<file path="src/rtl/swac_pkg.sv">
// Shared command codes and status types for the signed word ALU.
`default_nettype none

package swac_pkg;

    localparam logic [1:0] CMD_ADD = 2'd0;
    localparam logic [1:0] CMD_SUB = 2'd1;
    localparam logic [1:0] CMD_MUL = 2'd2;
    localparam logic [1:0] CMD_DIV = 2'd3;

    // Packed so that ovf sits in bit 0 of the output tuser
    typedef struct packed {
        logic zero_div;
        logic ovf;
    } t_flags;

endpackage

`default_nettype wire

</file>
<file path="src/rtl/swac_unit.sv">
// Shared add/subtract unit used by the add/subtract, negation, run and fix-up steps of the sequencer.
`default_nettype none

module swac_unit #(
    parameter int WIDTH = 30
) (
    input  wire logic [WIDTH-1:0] i_a,
    input  wire logic [WIDTH-1:0] i_b,
    input  wire logic             i_sub,
    output logic      [WIDTH-1:0] o_sum
);

    // single carry chain: a + ~b + 1 when subtracting
    assign o_sum = i_a + (i_b ^ {WIDTH{i_sub}}) + WIDTH'(i_sub);

endmodule

`default_nettype wire

</file>
<file path="src/rtl/swac_outreg.sv">
// Output register stage holding one finished result for the master side.
`default_nettype none

module swac_outreg #(
    parameter int WORD_BITS = 15
) (
    input  wire logic                 i_clk,
    input  wire logic                 i_rst_n,
    input  wire logic                 i_load,
    output logic                      o_space,
    input  wire logic [WORD_BITS-1:0] i_result,
    input  wire swac_pkg::t_flags     i_flags,
    output logic                      o_valid,
    input  wire logic                 i_ready,
    output logic      [WORD_BITS-1:0] o_result,
    output swac_pkg::t_flags          o_flags
);

    logic                 r_valid;
    logic [WORD_BITS-1:0] r_result;
    swac_pkg::t_flags     r_flags;
    logic                 w_take;

    assign o_space = !r_valid || i_ready;
    assign w_take  = i_load && o_space;

    always_ff @(posedge i_clk) begin
        if (!i_rst_n) begin
            r_valid <= 1'b0;
        end else if (w_take) begin
            r_valid <= 1'b1;
        end else if (i_ready) begin
            r_valid <= 1'b0;
        end
    end

    always_ff @(posedge i_clk) begin
        if (w_take) begin
            r_result <= i_result;
            r_flags  <= i_flags;
        end
    end

    assign o_valid  = r_valid;
    assign o_result = r_result;
    assign o_flags  = r_flags;

endmodule

`default_nettype wire

</file>
<file path="src/rtl/signed_word_alu_checked.sv">
// Top level: sequencer and datapath of the checked signed word ALU.
//
//  channel | dir | tdata (low bit up)                    | tuser (low bit up)
//  --------+-----+---------------------------------------+--------------------------
//  s_axis  | in  | left_operand, right_operand, zero pad | command
//  m_axis  | out | result_word, zero pad                 | overflow_flag, zero_divide_flag
//
// Add and subtract go through the ADDSUB and DONE states from acceptance to the output register.
// Multiply and divide go through two operand negations, setup, one shift-add or
// restoring-subtract step per bit through the shared adder, fix-up and hand-off;
// divide by zero, a most negative dividend or divisor and a most negative multiplier
// skip the steps. The next item can be taken in the cycle after hand-off.
// s_axis_tready is high only while the sequencer is idle; a result waiting on
// m_axis blocks only the next hand-off. Reset is synchronous, active low.
`default_nettype none

module signed_word_alu_checked #(
    parameter int WORD_BITS = 15
) (
    input  wire logic                                  i_clk,
    input  wire logic                                  i_rst_n,
    input  wire logic                                  s_axis_tvalid,
    output logic                                       s_axis_tready,
    // left_operand, right_operand, zero pad
    input  wire logic [((2*WORD_BITS+7)/8)*8-1:0]      s_axis_tdata,
    // command
    input  wire logic [1:0]                            s_axis_tuser,
    output logic                                       m_axis_tvalid,
    input  wire logic                                  m_axis_tready,
    // result_word, zero pad
    output logic      [((WORD_BITS+7)/8)*8-1:0]        m_axis_tdata,
    // overflow_flag, zero_divide_flag
    output logic      [1:0]                            m_axis_tuser
);

    localparam int AW = 2 * WORD_BITS;
    localparam int CW = $clog2(WORD_BITS);
    localparam int OUT_W = ((WORD_BITS + 7) / 8) * 8;
    localparam logic [WORD_BITS-1:0] WORD_MIN = {1'b1, {(WORD_BITS-1){1'b0}}};
    localparam logic [WORD_BITS-1:0] WORD_ONE = WORD_BITS'(1);

    localparam logic [2:0] S_IDLE   = 3'd0;
    localparam logic [2:0] S_ADDSUB = 3'd1;
    localparam logic [2:0] S_NEG_A  = 3'd2;
    localparam logic [2:0] S_NEG_B  = 3'd3;
    localparam logic [2:0] S_SETUP  = 3'd4;
    localparam logic [2:0] S_RUN    = 3'd5;
    localparam logic [2:0] S_FIX    = 3'd6;
    localparam logic [2:0] S_DONE   = 3'd7;

    logic [2:0]           r_state, n_state;
    logic [1:0]           r_cmd;
    logic [WORD_BITS-1:0] r_a, r_b, r_na, r_nb;
    logic [AW-1:0]        r_acc, r_mcand;
    logic [WORD_BITS-1:0] r_dq;
    logic [CW-1:0]        r_cnt;
    logic                 r_flip;
    logic [WORD_BITS-1:0] r_res;
    swac_pkg::t_flags     r_flags;

    logic [AW-1:0]        w_ua, w_ub, w_sum;
    logic                 w_usub;
    logic                 w_accept;
    logic                 w_out_space;
    logic                 w_a_neg, w_b_neg, w_b_min;
    logic [WORD_BITS-1:0] w_x, w_k;
    logic [AW-1:0]        w_div_sh;
    logic [AW-WORD_BITS:0] w_hi;
    logic [WORD_BITS-1:0] w_out_res;
    swac_pkg::t_flags     w_out_flags;

    assign s_axis_tready = (r_state == S_IDLE);
    assign w_accept      = s_axis_tvalid && s_axis_tready;

    assign w_a_neg  = r_a[WORD_BITS-1];
    assign w_b_neg  = r_b[WORD_BITS-1];
    assign w_b_min  = (r_b == WORD_MIN);
    // multiplier operands after moving the sign of the right operand across
    assign w_x      = w_b_neg ? r_na : r_a;
    assign w_k      = w_b_neg ? r_nb : r_b;
    assign w_div_sh = {r_acc[AW-2:0], r_dq[WORD_BITS-1]};
    assign w_hi     = r_acc[AW-1:WORD_BITS-1];

    always_comb begin
        w_ua   = '0;
        w_ub   = '0;
        w_usub = 1'b0;
        unique case (r_state)
            S_ADDSUB: begin
                w_ua   = {{(AW-WORD_BITS){r_a[WORD_BITS-1]}}, r_a};
                w_ub   = {{(AW-WORD_BITS){r_b[WORD_BITS-1]}}, r_b};
                // negating the most negative word yields itself, so it is added
                w_usub = (r_cmd == swac_pkg::CMD_SUB) && !w_b_min;
            end
            S_NEG_A: begin
                w_ub   = {{(AW-WORD_BITS){1'b0}}, r_a};
                w_usub = 1'b1;
            end
            S_NEG_B: begin
                w_ub   = {{(AW-WORD_BITS){1'b0}}, r_b};
                w_usub = 1'b1;
            end
            S_RUN: begin
                if (r_cmd == swac_pkg::CMD_MUL) begin
                    w_ua = r_acc;
                    w_ub = r_mcand;
                end else begin
                    w_ua   = w_div_sh;
                    w_ub   = r_mcand;
                    w_usub = 1'b1;
                end
            end
            S_FIX: begin
                w_ub   = {{(AW-WORD_BITS){1'b0}}, r_dq};
                w_usub = 1'b1;
            end
            S_IDLE, S_SETUP, S_DONE: begin
                w_usub = 1'b0;
            end
        endcase
    end

    swac_unit #(
        .WIDTH (AW)
    ) u_unit (
        .i_a   (w_ua),
        .i_b   (w_ub),
        .i_sub (w_usub),
        .o_sum (w_sum)
    );

    always_comb begin
        n_state = r_state;
        unique case (r_state)
            S_IDLE: begin
                if (w_accept) begin
                    if (s_axis_tuser == swac_pkg::CMD_ADD || s_axis_tuser == swac_pkg::CMD_SUB)
                        n_state = S_ADDSUB;
                    else
                        n_state = S_NEG_A;
                end
            end
            S_ADDSUB: n_state = S_DONE;
            S_NEG_A:  n_state = S_NEG_B;
            S_NEG_B:  n_state = S_SETUP;
            S_SETUP: begin
                if (r_cmd == swac_pkg::CMD_MUL)
                    n_state = w_b_min ? S_DONE : S_RUN;
                else if (r_b == '0 || r_a == WORD_MIN || w_b_min)
                    n_state = S_DONE;
                else
                    n_state = S_RUN;
            end
            S_RUN:  n_state = (r_cnt == '0) ? S_FIX : S_RUN;
            S_FIX:  n_state = S_DONE;
            S_DONE: n_state = w_out_space ? S_IDLE : S_DONE;
        endcase
    end

    always_ff @(posedge i_clk) begin
        if (!i_rst_n) begin
            r_state <= S_IDLE;
        end else begin
            r_state <= n_state;
        end
    end

    always_ff @(posedge i_clk) begin
        unique case (r_state)
            S_IDLE: begin
                if (w_accept) begin
                    r_cmd <= s_axis_tuser;
                    r_a   <= s_axis_tdata[WORD_BITS-1:0];
                    r_b   <= s_axis_tdata[2*WORD_BITS-1:WORD_BITS];
                end
            end
            S_ADDSUB: begin
                r_res         <= w_sum[WORD_BITS-1:0];
                r_flags.ovf      <= w_sum[WORD_BITS] ^ w_sum[WORD_BITS-1];
                r_flags.zero_div <= 1'b0;
            end
            S_NEG_A: r_na <= w_sum[WORD_BITS-1:0];
            S_NEG_B: r_nb <= w_sum[WORD_BITS-1:0];
            S_SETUP: begin
                r_flags.ovf      <= 1'b0;
                r_flags.zero_div <= (r_cmd == swac_pkg::CMD_DIV) && (r_b == '0);
                r_acc   <= '0;
                r_cnt   <= CW'(WORD_BITS - 1);
                r_flip  <= w_a_neg ^ w_b_neg;
                if (r_cmd == swac_pkg::CMD_MUL) begin
                    r_mcand <= {{(AW-WORD_BITS){w_x[WORD_BITS-1]}}, w_x};
                    r_dq    <= w_k;
                    r_res   <= '0;
                end else begin
                    r_mcand <= {{(AW-WORD_BITS){1'b0}}, (w_b_neg ? r_nb : r_b)};
                    r_dq    <= w_a_neg ? r_na : r_a;
                    if (r_b != '0 && r_a == WORD_MIN) begin
                        // magnitude counts as -1, so the sign is applied here: -1 for a negative divisor, else 1
                        r_res <= w_b_neg ? {WORD_BITS{1'b1}} : WORD_ONE;
                    end else begin
                        r_res <= '0;
                    end
                end
            end
            S_RUN: begin
                r_cnt <= r_cnt - CW'(1);
                if (r_cmd == swac_pkg::CMD_MUL) begin
                    if (r_dq[0])
                        r_acc <= w_sum;
                    r_mcand <= {r_mcand[AW-2:0], 1'b0};
                    r_dq    <= {1'b0, r_dq[WORD_BITS-1:1]};
                end else begin
                    // restoring step: keep the difference when it did not go negative
                    r_acc <= w_sum[AW-1] ? w_div_sh : w_sum;
                    r_dq  <= {r_dq[WORD_BITS-2:0], !w_sum[AW-1]};
                end
            end
            S_FIX: begin
                if (r_cmd == swac_pkg::CMD_MUL) begin
                    r_res       <= r_acc[WORD_BITS-1:0];
                    r_flags.ovf <= !((&w_hi) || !(|w_hi));
                end else begin
                    r_res <= r_flip ? w_sum[WORD_BITS-1:0] : r_dq;
                end
            end
            S_DONE: begin
                r_res <= r_res;
            end
        endcase
    end

    swac_outreg #(
        .WORD_BITS (WORD_BITS)
    ) u_outreg (
        .i_clk    (i_clk),
        .i_rst_n  (i_rst_n),
        .i_load   (r_state == S_DONE),
        .o_space  (w_out_space),
        .i_result (r_res),
        .i_flags  (r_flags),
        .o_valid  (m_axis_tvalid),
        .i_ready  (m_axis_tready),
        .o_result (w_out_res),
        .o_flags  (w_out_flags)
    );

    assign m_axis_tdata = OUT_W'(w_out_res);
    assign m_axis_tuser = w_out_flags;

endmodule

`default_nettype wire

</file>
<file path="config.mk">
export PLATFORM = sky130hd
export DESIGN_NAME = signed_word_alu_checked
export DESIGN_NICKNAME = d
export VERILOG_FILES = /design/src/rtl/swac_pkg.sv /design/src/rtl/swac_unit.sv /design/src/rtl/swac_outreg.sv /design/src/rtl/signed_word_alu_checked.sv
export SDC_FILE = /design/constraint.sdc
export NUM_CORES = 1
export LEC_CHECK = 0
export ABC_AREA = 1
export BUFFER_PORTS_ARGS = -buffer_cell sky130_fd_sc_hd__buf_2
export CAP_MARGIN = 10
export CORE_MARGIN = 3
export CORE_UTILIZATION = 25
export DETAILED_ROUTE_END_ITERATION = 12
export PLACE_DENSITY_LB_ADDON = 0.1
export SLEW_MARGIN = 30
export SYNTH_ARGS = -nofsm -noshare
export SYNTH_HDL_FRONTEND = slang
export SYNTH_SLANG_ARGS = --single-unit
</file>
<file path="constraint.sdc">
create_clock -name i_clk -period 7.7 [get_ports i_clk]
set_input_delay 1.155 -clock i_clk [delete_from_list [all_inputs] [get_ports i_clk]]
set_output_delay 1.155 -clock i_clk [all_outputs]
set_load 0.01 [all_outputs]
</file>
==> results of run 1 <==
-- cell usage after synthesis, drive strengths merged, types with 12 or more instances --
master	n	area share [%]
a31oi	12	0.67
o211ai	35	2.3
nor2	129	4.5
buf	24	1.1
nand3	43	2.3
xor2	18	1.4
o221ai	28	2.2
edfxtp	176	47
o21ai	87	3.9
a21oi	90	4.0
ha	29	3.2
nand4	14	0.78
xnor2	34	2.7
nand2	337	12
nor3	14	0.62
inv	162	5.5
clkbuf	35	1.2
-- through the flow --
| step | cell area [um2] | total power [uW] | util (%) | hold WS [ns] | setup WS [ns] |
|---|---|---|---|---|---|
| final | 12700 | 6480 | 29.1 | 0.420 | 2.16 |
| after floorplan | 11200 | 4350 | - | 0.400 | 3.82 |
| after global placement | 12100 | 5560 | 27.7 | 0.406 | 2.19 |
| after global routing | 12700 | 7040 | 29.1 | 0.429 | 1.68 |
| after CTS | 12700 | 6500 | 29.1 | 0.423 | 2.14 |
| after detailed placement | 12100 | 5550 | 27.7 | 0.405 | 2.16 |
-- metal layers --
metal,up-vias,global-route usage (%)
li1,4678,-
met1,4406,25.2
met2,269,22.8
met3,38,2.66
met4,0,4.83
met5,-,0
-- worst max path at each step --
stage	start	to	depth (start not counted)
2_1_floorplan	s_axis_tvalid	r_a[0]	2
3_3_place_gp	r_state[1]	r_acc[2]	20
3_5_place_dp	r_state[1]	r_acc[8]	20
4_1_cts	r_state[1]	r_acc[8]	20
5_1_grt	r_state[1]	r_acc[13]	20
6_report	r_state[1]	r_acc[8]	20
-- cells by family after synthesis --
group	share of synthesized area [%]
AOI/OAI and AO/OA	16.5
xor gates and xnor gates	4.06
adders and majority gates	3.41
buffers and inverters	7.75
DFF	47.8
other	0.0334
and+or+nand+nor	20.5
-- area by class of cell --
type                            instances  area (um2)  share of cell area, %
Inverter                              163         617                   4.84
Timing Repair Buffer                   73         413                   3.24
Sequential cell                       180        5370                   42.1
Clock inverter                         14         188                   1.47
Multi-Input combinational cell        934        5000                   39.2
Tap cell                              585         732                   5.75
Clock buffer                           17         425                   3.34
-- cells in the final DEF (no fill, tap or decap), types with 13 or more instances in the layout --
| master | count |
|---|---|
| nand2_1 | 326 |
| o211ai_1 | 35 |
| buf_2 | 54 |
| nand3_1 | 40 |
| a21oi_1 | 90 |
| xor2_1 | 18 |
| nand4_1 | 14 |
| o21ai_0 | 85 |
| nor2_1 | 127 |
| inv_1 | 150 |
| buf_4 | 19 |
| edfxtp_1 | 176 |
| clkbuf_16 | 17 |
| xnor2_1 | 34 |
| ha_1 | 29 |
| nor3_1 | 13 |
| o221ai_1 | 28 |
-- flip-flops by register name, summed over array words and instances, names as in the netlist, 15 cells and up --
signal and flops:
r_acc 30, u_outreg.o_result 15, r_a 15, r_b 15, r_na 15, r_dq 15
r_nb 15, r_mcand 30, r_res 15
-- where the power goes --
part	switching [uW]	total, uW	internal, uW
registers	164	1830	1660
clock network	459	926	467
logic	2650	3730	1080
-- worst max-delay path, stage by stage (launching register included) --
cell and delay (ns):
dfxtp_1 0.43, inv_4 0.15, nand2_2 0.09, nor2_8 0.50, nand2_1 0.10, buf_4 0.29, nand3_1 0.14, nand2_1 0.47
buf_4 0.41, xnor2_1 0.22, ha_1 0.31, a21oi_1 0.24, o21a_1 0.17, o21a_1 0.17, nor2_1 0.06, a211oi_1 0.48
nand2_2 0.14, nand2_4 0.15, nand3_4 0.42, nor2_1 0.24, nor2_1 0.07
==> summary.md, run 1 <==
| Metric | Value |
|---|---|
| Status | `completed` |
| Slew HR | `45.1%` |
| Gr usage total | `16.2%` |
| H-tree levels | `4` |
| Setup violators final | `0` |
| First-pass DRT Iterations | `5` |
| Antenna violations before repair | `1` |
| Main synth FF type | `edfxtp_1` |
| Post-Route Skew | `0.0208 ns` |
| CTS tree | `yes` |
| Share of layout cells above drive strength 1 | `9.92%` |
| Post-DP HPWL | `27900 um` |
| Reg2Reg Launch Point | `r_state[1]` |
| Ys Warns | `0` |
| Worst Min Path Start | `r_res[12]` |
| Met2 wire length | `15200 um` |
| Worst hold stages | `0` |
| RSZ-0062 raised after global routing | `no` |
| Post-CTS Resized | `0` |
| N_diodes | `0` |
| Crit path launch type | `flip-flop` |
| FILL cells | `4748` |
| Post-synth EDFFs | `176` |
| Pin count of the biggest net entering global routing | `47` |
| Leakage | `0.00526 uW` |
| Met1 WL | `19600 um` |
| R2R Path End | `r_acc[8]` |
| Grt ovf | `0` |
| Crit path DAT | `5.77 ns` |
| Setup TNS Final | `0 ns` |
| CTS buffer count | `17` |
| R2r worst-path depth | `20` |
| Crit Path Class | `reg -> reg` |
| # IOs | `58` |
| Die W | `218 um` |
| Reg clk slew, reported paths | `0.08 ns` |
| Pins over their slew limit | `0` |
| PortBufs | `54` |
| Distinct cells, synth | `51` |
| Non-Filler Instances | `1966` |
| DR WL met3 | `1990 um` |
| Final Hold Viols | `0` |
| Routed wire length per instance | `19.1 um` |
| Net Count, Synth | `1404` |
| Number of remaining DRC errors | `0` |
| GPL Wtd Cong | `0.874` |
| Min-delay worst type | `reg -> reg` |
| Insertion delay to the later sink of the worst-skew pair | `0.47 ns` |
| Mean Syn Cell Area | `8.40 um2` |
| Placed insts | `1935` |
| PD cells | `509 nW/um2` |
| Min Tclk post-route | `5.54 ns` |
| Area grow syn2layout | `13.6%` |
| Worst Setup End Kind | `flip-flop` |
| Async SR Flop Fraction | `0%` |
| Worst-Margin Slew | `0.820 ns` |
| CTS Buffer Depth | `2` |
| Core Box Area | `43700 um2` |
| DRT iter0 DRCs | `755` |
| First-pass GRT wire length | `57800 um` |
| Top sig layer | `met4` |
| FMAX | `0.180 GHz` |
| Max-cap viol count | `0` |
| Vias in the first global route | `9048` |
| Initial cell density of the core | `25.6%` |
| Mapped Cells | `1336` |
| Register bit count reported by yosys | `180` |
| Fin nets | `1437` |
| End of the worst hold path | `u_outreg.o_result[12]` |
| Routed vias | `9391` |
| Remaining antenna violation count | `0` |
| Avg Vias per Cell | `4.78` |
| Cts hold-fix bufs | `0` |
| Crit share post-route | `72.0%` |
| Num Clock Sinks | `180` |
| Clock Root Buffer | `clkbuf_16` |
| FP Rows | `76` |
| WL final | `37500 um` |
| Postcts setup bufs | `0` |
| Die Area | `47400 um2` |
| Sequential area share after synthesis | `47.8%` |
| Area of the mapped netlist | `11200 um2` |
| CP max FO | `45` |
| Worst R2R Setup Slack | `2.16 ns` |
| IR drop worst, VDD | `0.231 mV` |
| Die H | `218 um` |
| WP data required | `7.92 ns` |
Power figures use the tool's default switching activity.
==> run 2, diff against run 1 <==
Clock period 7.7 ns to 5.3 ns, I/O delays scaled along.
==> run 2 against run 1 <==
Cell count up 0.56%. Register-to-register slack lost 1.5 ns. Utilization rose by 0.21 points. First-iteration DRC count shrank 19%. Die area stayed put. Sequential share of layout area shrank 0.30 points. Wire length decreased by 0.63%. Fmax is 20% higher. Critical path depth is 2 lower. Via count increased by 0.58%.
==> summary.md, run 2 (same netlist as run 1, synthesis figures left out) <==
| Metric | Value |
|---|---|
| Status | `completed` |
| Leakage | `0.00532 uW (+1.1%)` |
| Hold slack | `0.422 ns (+0.00198 ns)` |
| Post-DP HPWL | `28700 um (+2.7%)` |
| Commonest non-fill, non-tap cell in the layout | `nand2_1` |
| Sw Pwr | `4800 uW (+47%)` |
| Setup violators final | `0 (unchanged)` |
| Biggest regs | `r_acc (30), r_mcand (30)` |
| Grt ovf | `0 (unchanged)` |
| Die H | `218 um (unchanged)` |
| Num Clock Sinks | `180 (unchanged)` |
| Met2 wire length | `15500 um (+1.4%)` |
| Min Tclk post-route | `4.61 ns (-0.929 ns)` |
| Overall power | `9500 uW (+46%)` |
| H-tree levels | `4 (unchanged)` |
| CP max FO | `45 (unchanged)` |
| Routed wire length per instance | `18.9 um (-1.2%)` |
| Initial cell density of the core | `25.6% (unchanged)` |
| WP data required | `5.52 ns (-2.40 ns)` |
| Insertion delay to the later sink of the worst-skew pair | `0.47 ns (about the same)` |
| CTS buffer count | `17 (unchanged)` |
| Crit path launch type | `flip-flop` |
| CTS tree | `yes` |
| Routed vias | `9445 (+0.58%)` |
| Cts hold-fix bufs | `0 (unchanged)` |
| Die Area | `47400 um2 (unchanged)` |
| WL final | `37300 um (-0.63%)` |
| Share of layout cells above drive strength 1 | `10.6% (+0.65 points)` |
| Crit path DAT | `4.83 ns (-0.94 ns)` |
| Met1 WL | `19800 um (+1.2%)` |
| Crit share post-route | `87.0% (+15 points)` |
| Worst-Margin Slew | `0.723 ns (-0.0973 ns)` |
| FP Rows | `76 (unchanged)` |
| DR WL met3 | `1570 um (-21%)` |
| Postcts setup bufs | `0 (unchanged)` |
| Avg Vias per Cell | `4.78 (about the same)` |
| Commonest non-fill, non-tap cells in the layout | `nand2_1 (326), edfxtp_1 (176), inv_1 (150), nor2_1 (127), a21oi_1 (90)` |
| RSZ-0062 raised after global routing | `no` |
| FMAX | `0.217 GHz (+20%)` |
| Post-Route Skew | `0.0172 ns (-0.00363 ns)` |
| Pin count of the biggest net entering global routing | `46 (-2.1%)` |
| GPL Wtd Cong | `0.896 (+2.4%)` |
| Worst Setup End Kind | `flip-flop` |
| Sequential share of power | `27.9% (-0.2 points)` |
| Combinational share of power | `57.8% (+0.2 points)` |
| # IOs | `58 (unchanged)` |
| Crit Path Class | `reg -> reg` |
| Area grow syn2layout | `14.4%` |
| Clock power share | `14.3% (about the same)` |
| Core Box Area | `43700 um2 (unchanged)` |
| Utilization after layout | `29.3% (+0.21 points)` |
| Internal | `4690 uW (+46%)` |
| Pins over their slew limit | `0 (unchanged)` |
| Remaining antenna violation count | `0 (unchanged)` |
| Setup TNS Final | `0 ns (unchanged)` |
| FILL cells | `4764 (+0.34%)` |
| Sw Share | `50.6% (+0.056 points)` |
| Vias in the first global route | `9102 (+0.60%)` |
| Die W | `218 um (unchanged)` |
| Number of remaining DRC errors | `0 (unchanged)` |
| First-pass DRT Iterations | `5 (unchanged)` |
| First-pass GRT wire length | `57000 um (-1.4%)` |
| IR drop worst, VDD | `0.256 mV (+11%)` |
| Final Hold Viols | `0 (unchanged)` |
| Max-cap viol count | `0 (unchanged)` |
| Slew HR | `51.6% (+6.5 points)` |
| Min-delay worst type | `reg -> reg` |
| Clock Root Buffer | `clkbuf_16` |
| Antenna violations before repair | `0 (-1)` |
| CTS Buffer Depth | `2 (unchanged)` |
| Reg clk slew, reported paths | `0.08 ns (about the same)` |
| Gr usage total | `16.0% (-0.24 points)` |
| DRT iter0 DRCs | `611 (-19%)` |
| Post-CTS Resized | `0 (unchanged)` |
| PortBufs | `54 (unchanged)` |
| PD cells | `740 nW/um2 (+45%)` |
| Top sig layer | `met4` |
| Fin nets | `1446 (+0.63%)` |
==> run 2: cell count changes in the layout (fill, tap and decap cells not counted) <==
cell | before | now
inv_8 | 3 | 4
buf_4 | 19 | 28
inv_12 | 0 | 4
inv_6 | 3 | 1
clkinvlp_4 | 1 | 0
diode_2 | 0 | 1
bufinv_16 | 1 | 0
==> run 2: final timing paths <==
check | from | to | slack (ns) | cells past startpoint
min | r_flags[0] | u_outreg.o_flags[0] | 0.42 | 0
max | r_state[1] | r_acc[8] | 0.69 | 18
max reg2reg | r_state[1] | r_acc[8] | 0.69 | 18
min reg2reg | r_flags[0] | u_outreg.o_flags[0] | 0.42 | 0
==> run 2: routing by layer <==
metal,up-vias,track usage (%)
met5,-,0
met1,4503,25.0
met3,26,2.12
met2,226,22.9
met4,0,4.17
li1,4690,-
==> run 2: per-stage QoR <==
step	setup slack, ns	instances	area [um2]
after detailed placement	0.688	1944	12200
after CTS	0.663	1976	12800
after global placement	0.706	1944	12200
after floorplan	1.43	1336	11200
final	0.687	1977	12800
after global routing	0.274	1976	12800
==> run 2: cell type report <==
type / count / area [um2] / share of cell area [%]
antenna: 1 / 2.50 / 0.0195
multi-input combinational: 934 / 5000 / 39.0
inverter: 163 / 617 / 4.81
timing repair buffer: 82 / 480 / 3.74
clock inverter: 15 / 209 / 1.63
clock buffer: 17 / 425 / 3.32
tap: 585 / 732 / 5.71
sequential: 180 / 5370 / 41.8
==> run 2: critical path, stage by stage (launching register included) <==
cell      delay, ns
dfxtp_1        0.43
inv_4          0.15
nand2_2        0.09
nor2_8         0.22
buf_4          0.36
nand2_1        0.38
o221ai_1       0.36
ha_1           0.32
a21oi_1        0.20
o21a_1         0.23
o21a_1         0.18
nor2_1         0.05
a211oi_1       0.21
buf_4          0.18
nand2_2        0.06
nand2_4        0.12
nand3_4        0.44
nor2_1         0.26
nor2_1         0.07
==> run 2: power groups by stage <==
stage / clock [uW] / sequential, uW / combinational (uW)
after detailed placement: 0 / 2680 / 5470
after CTS: 1400 / 2650 / 5480
after floorplan: 0 / 2580 / 3730
after global routing: 1450 / 2700 / 6120
final: 1360 / 2650 / 5480
after global placement: 0 / 2680 / 5490
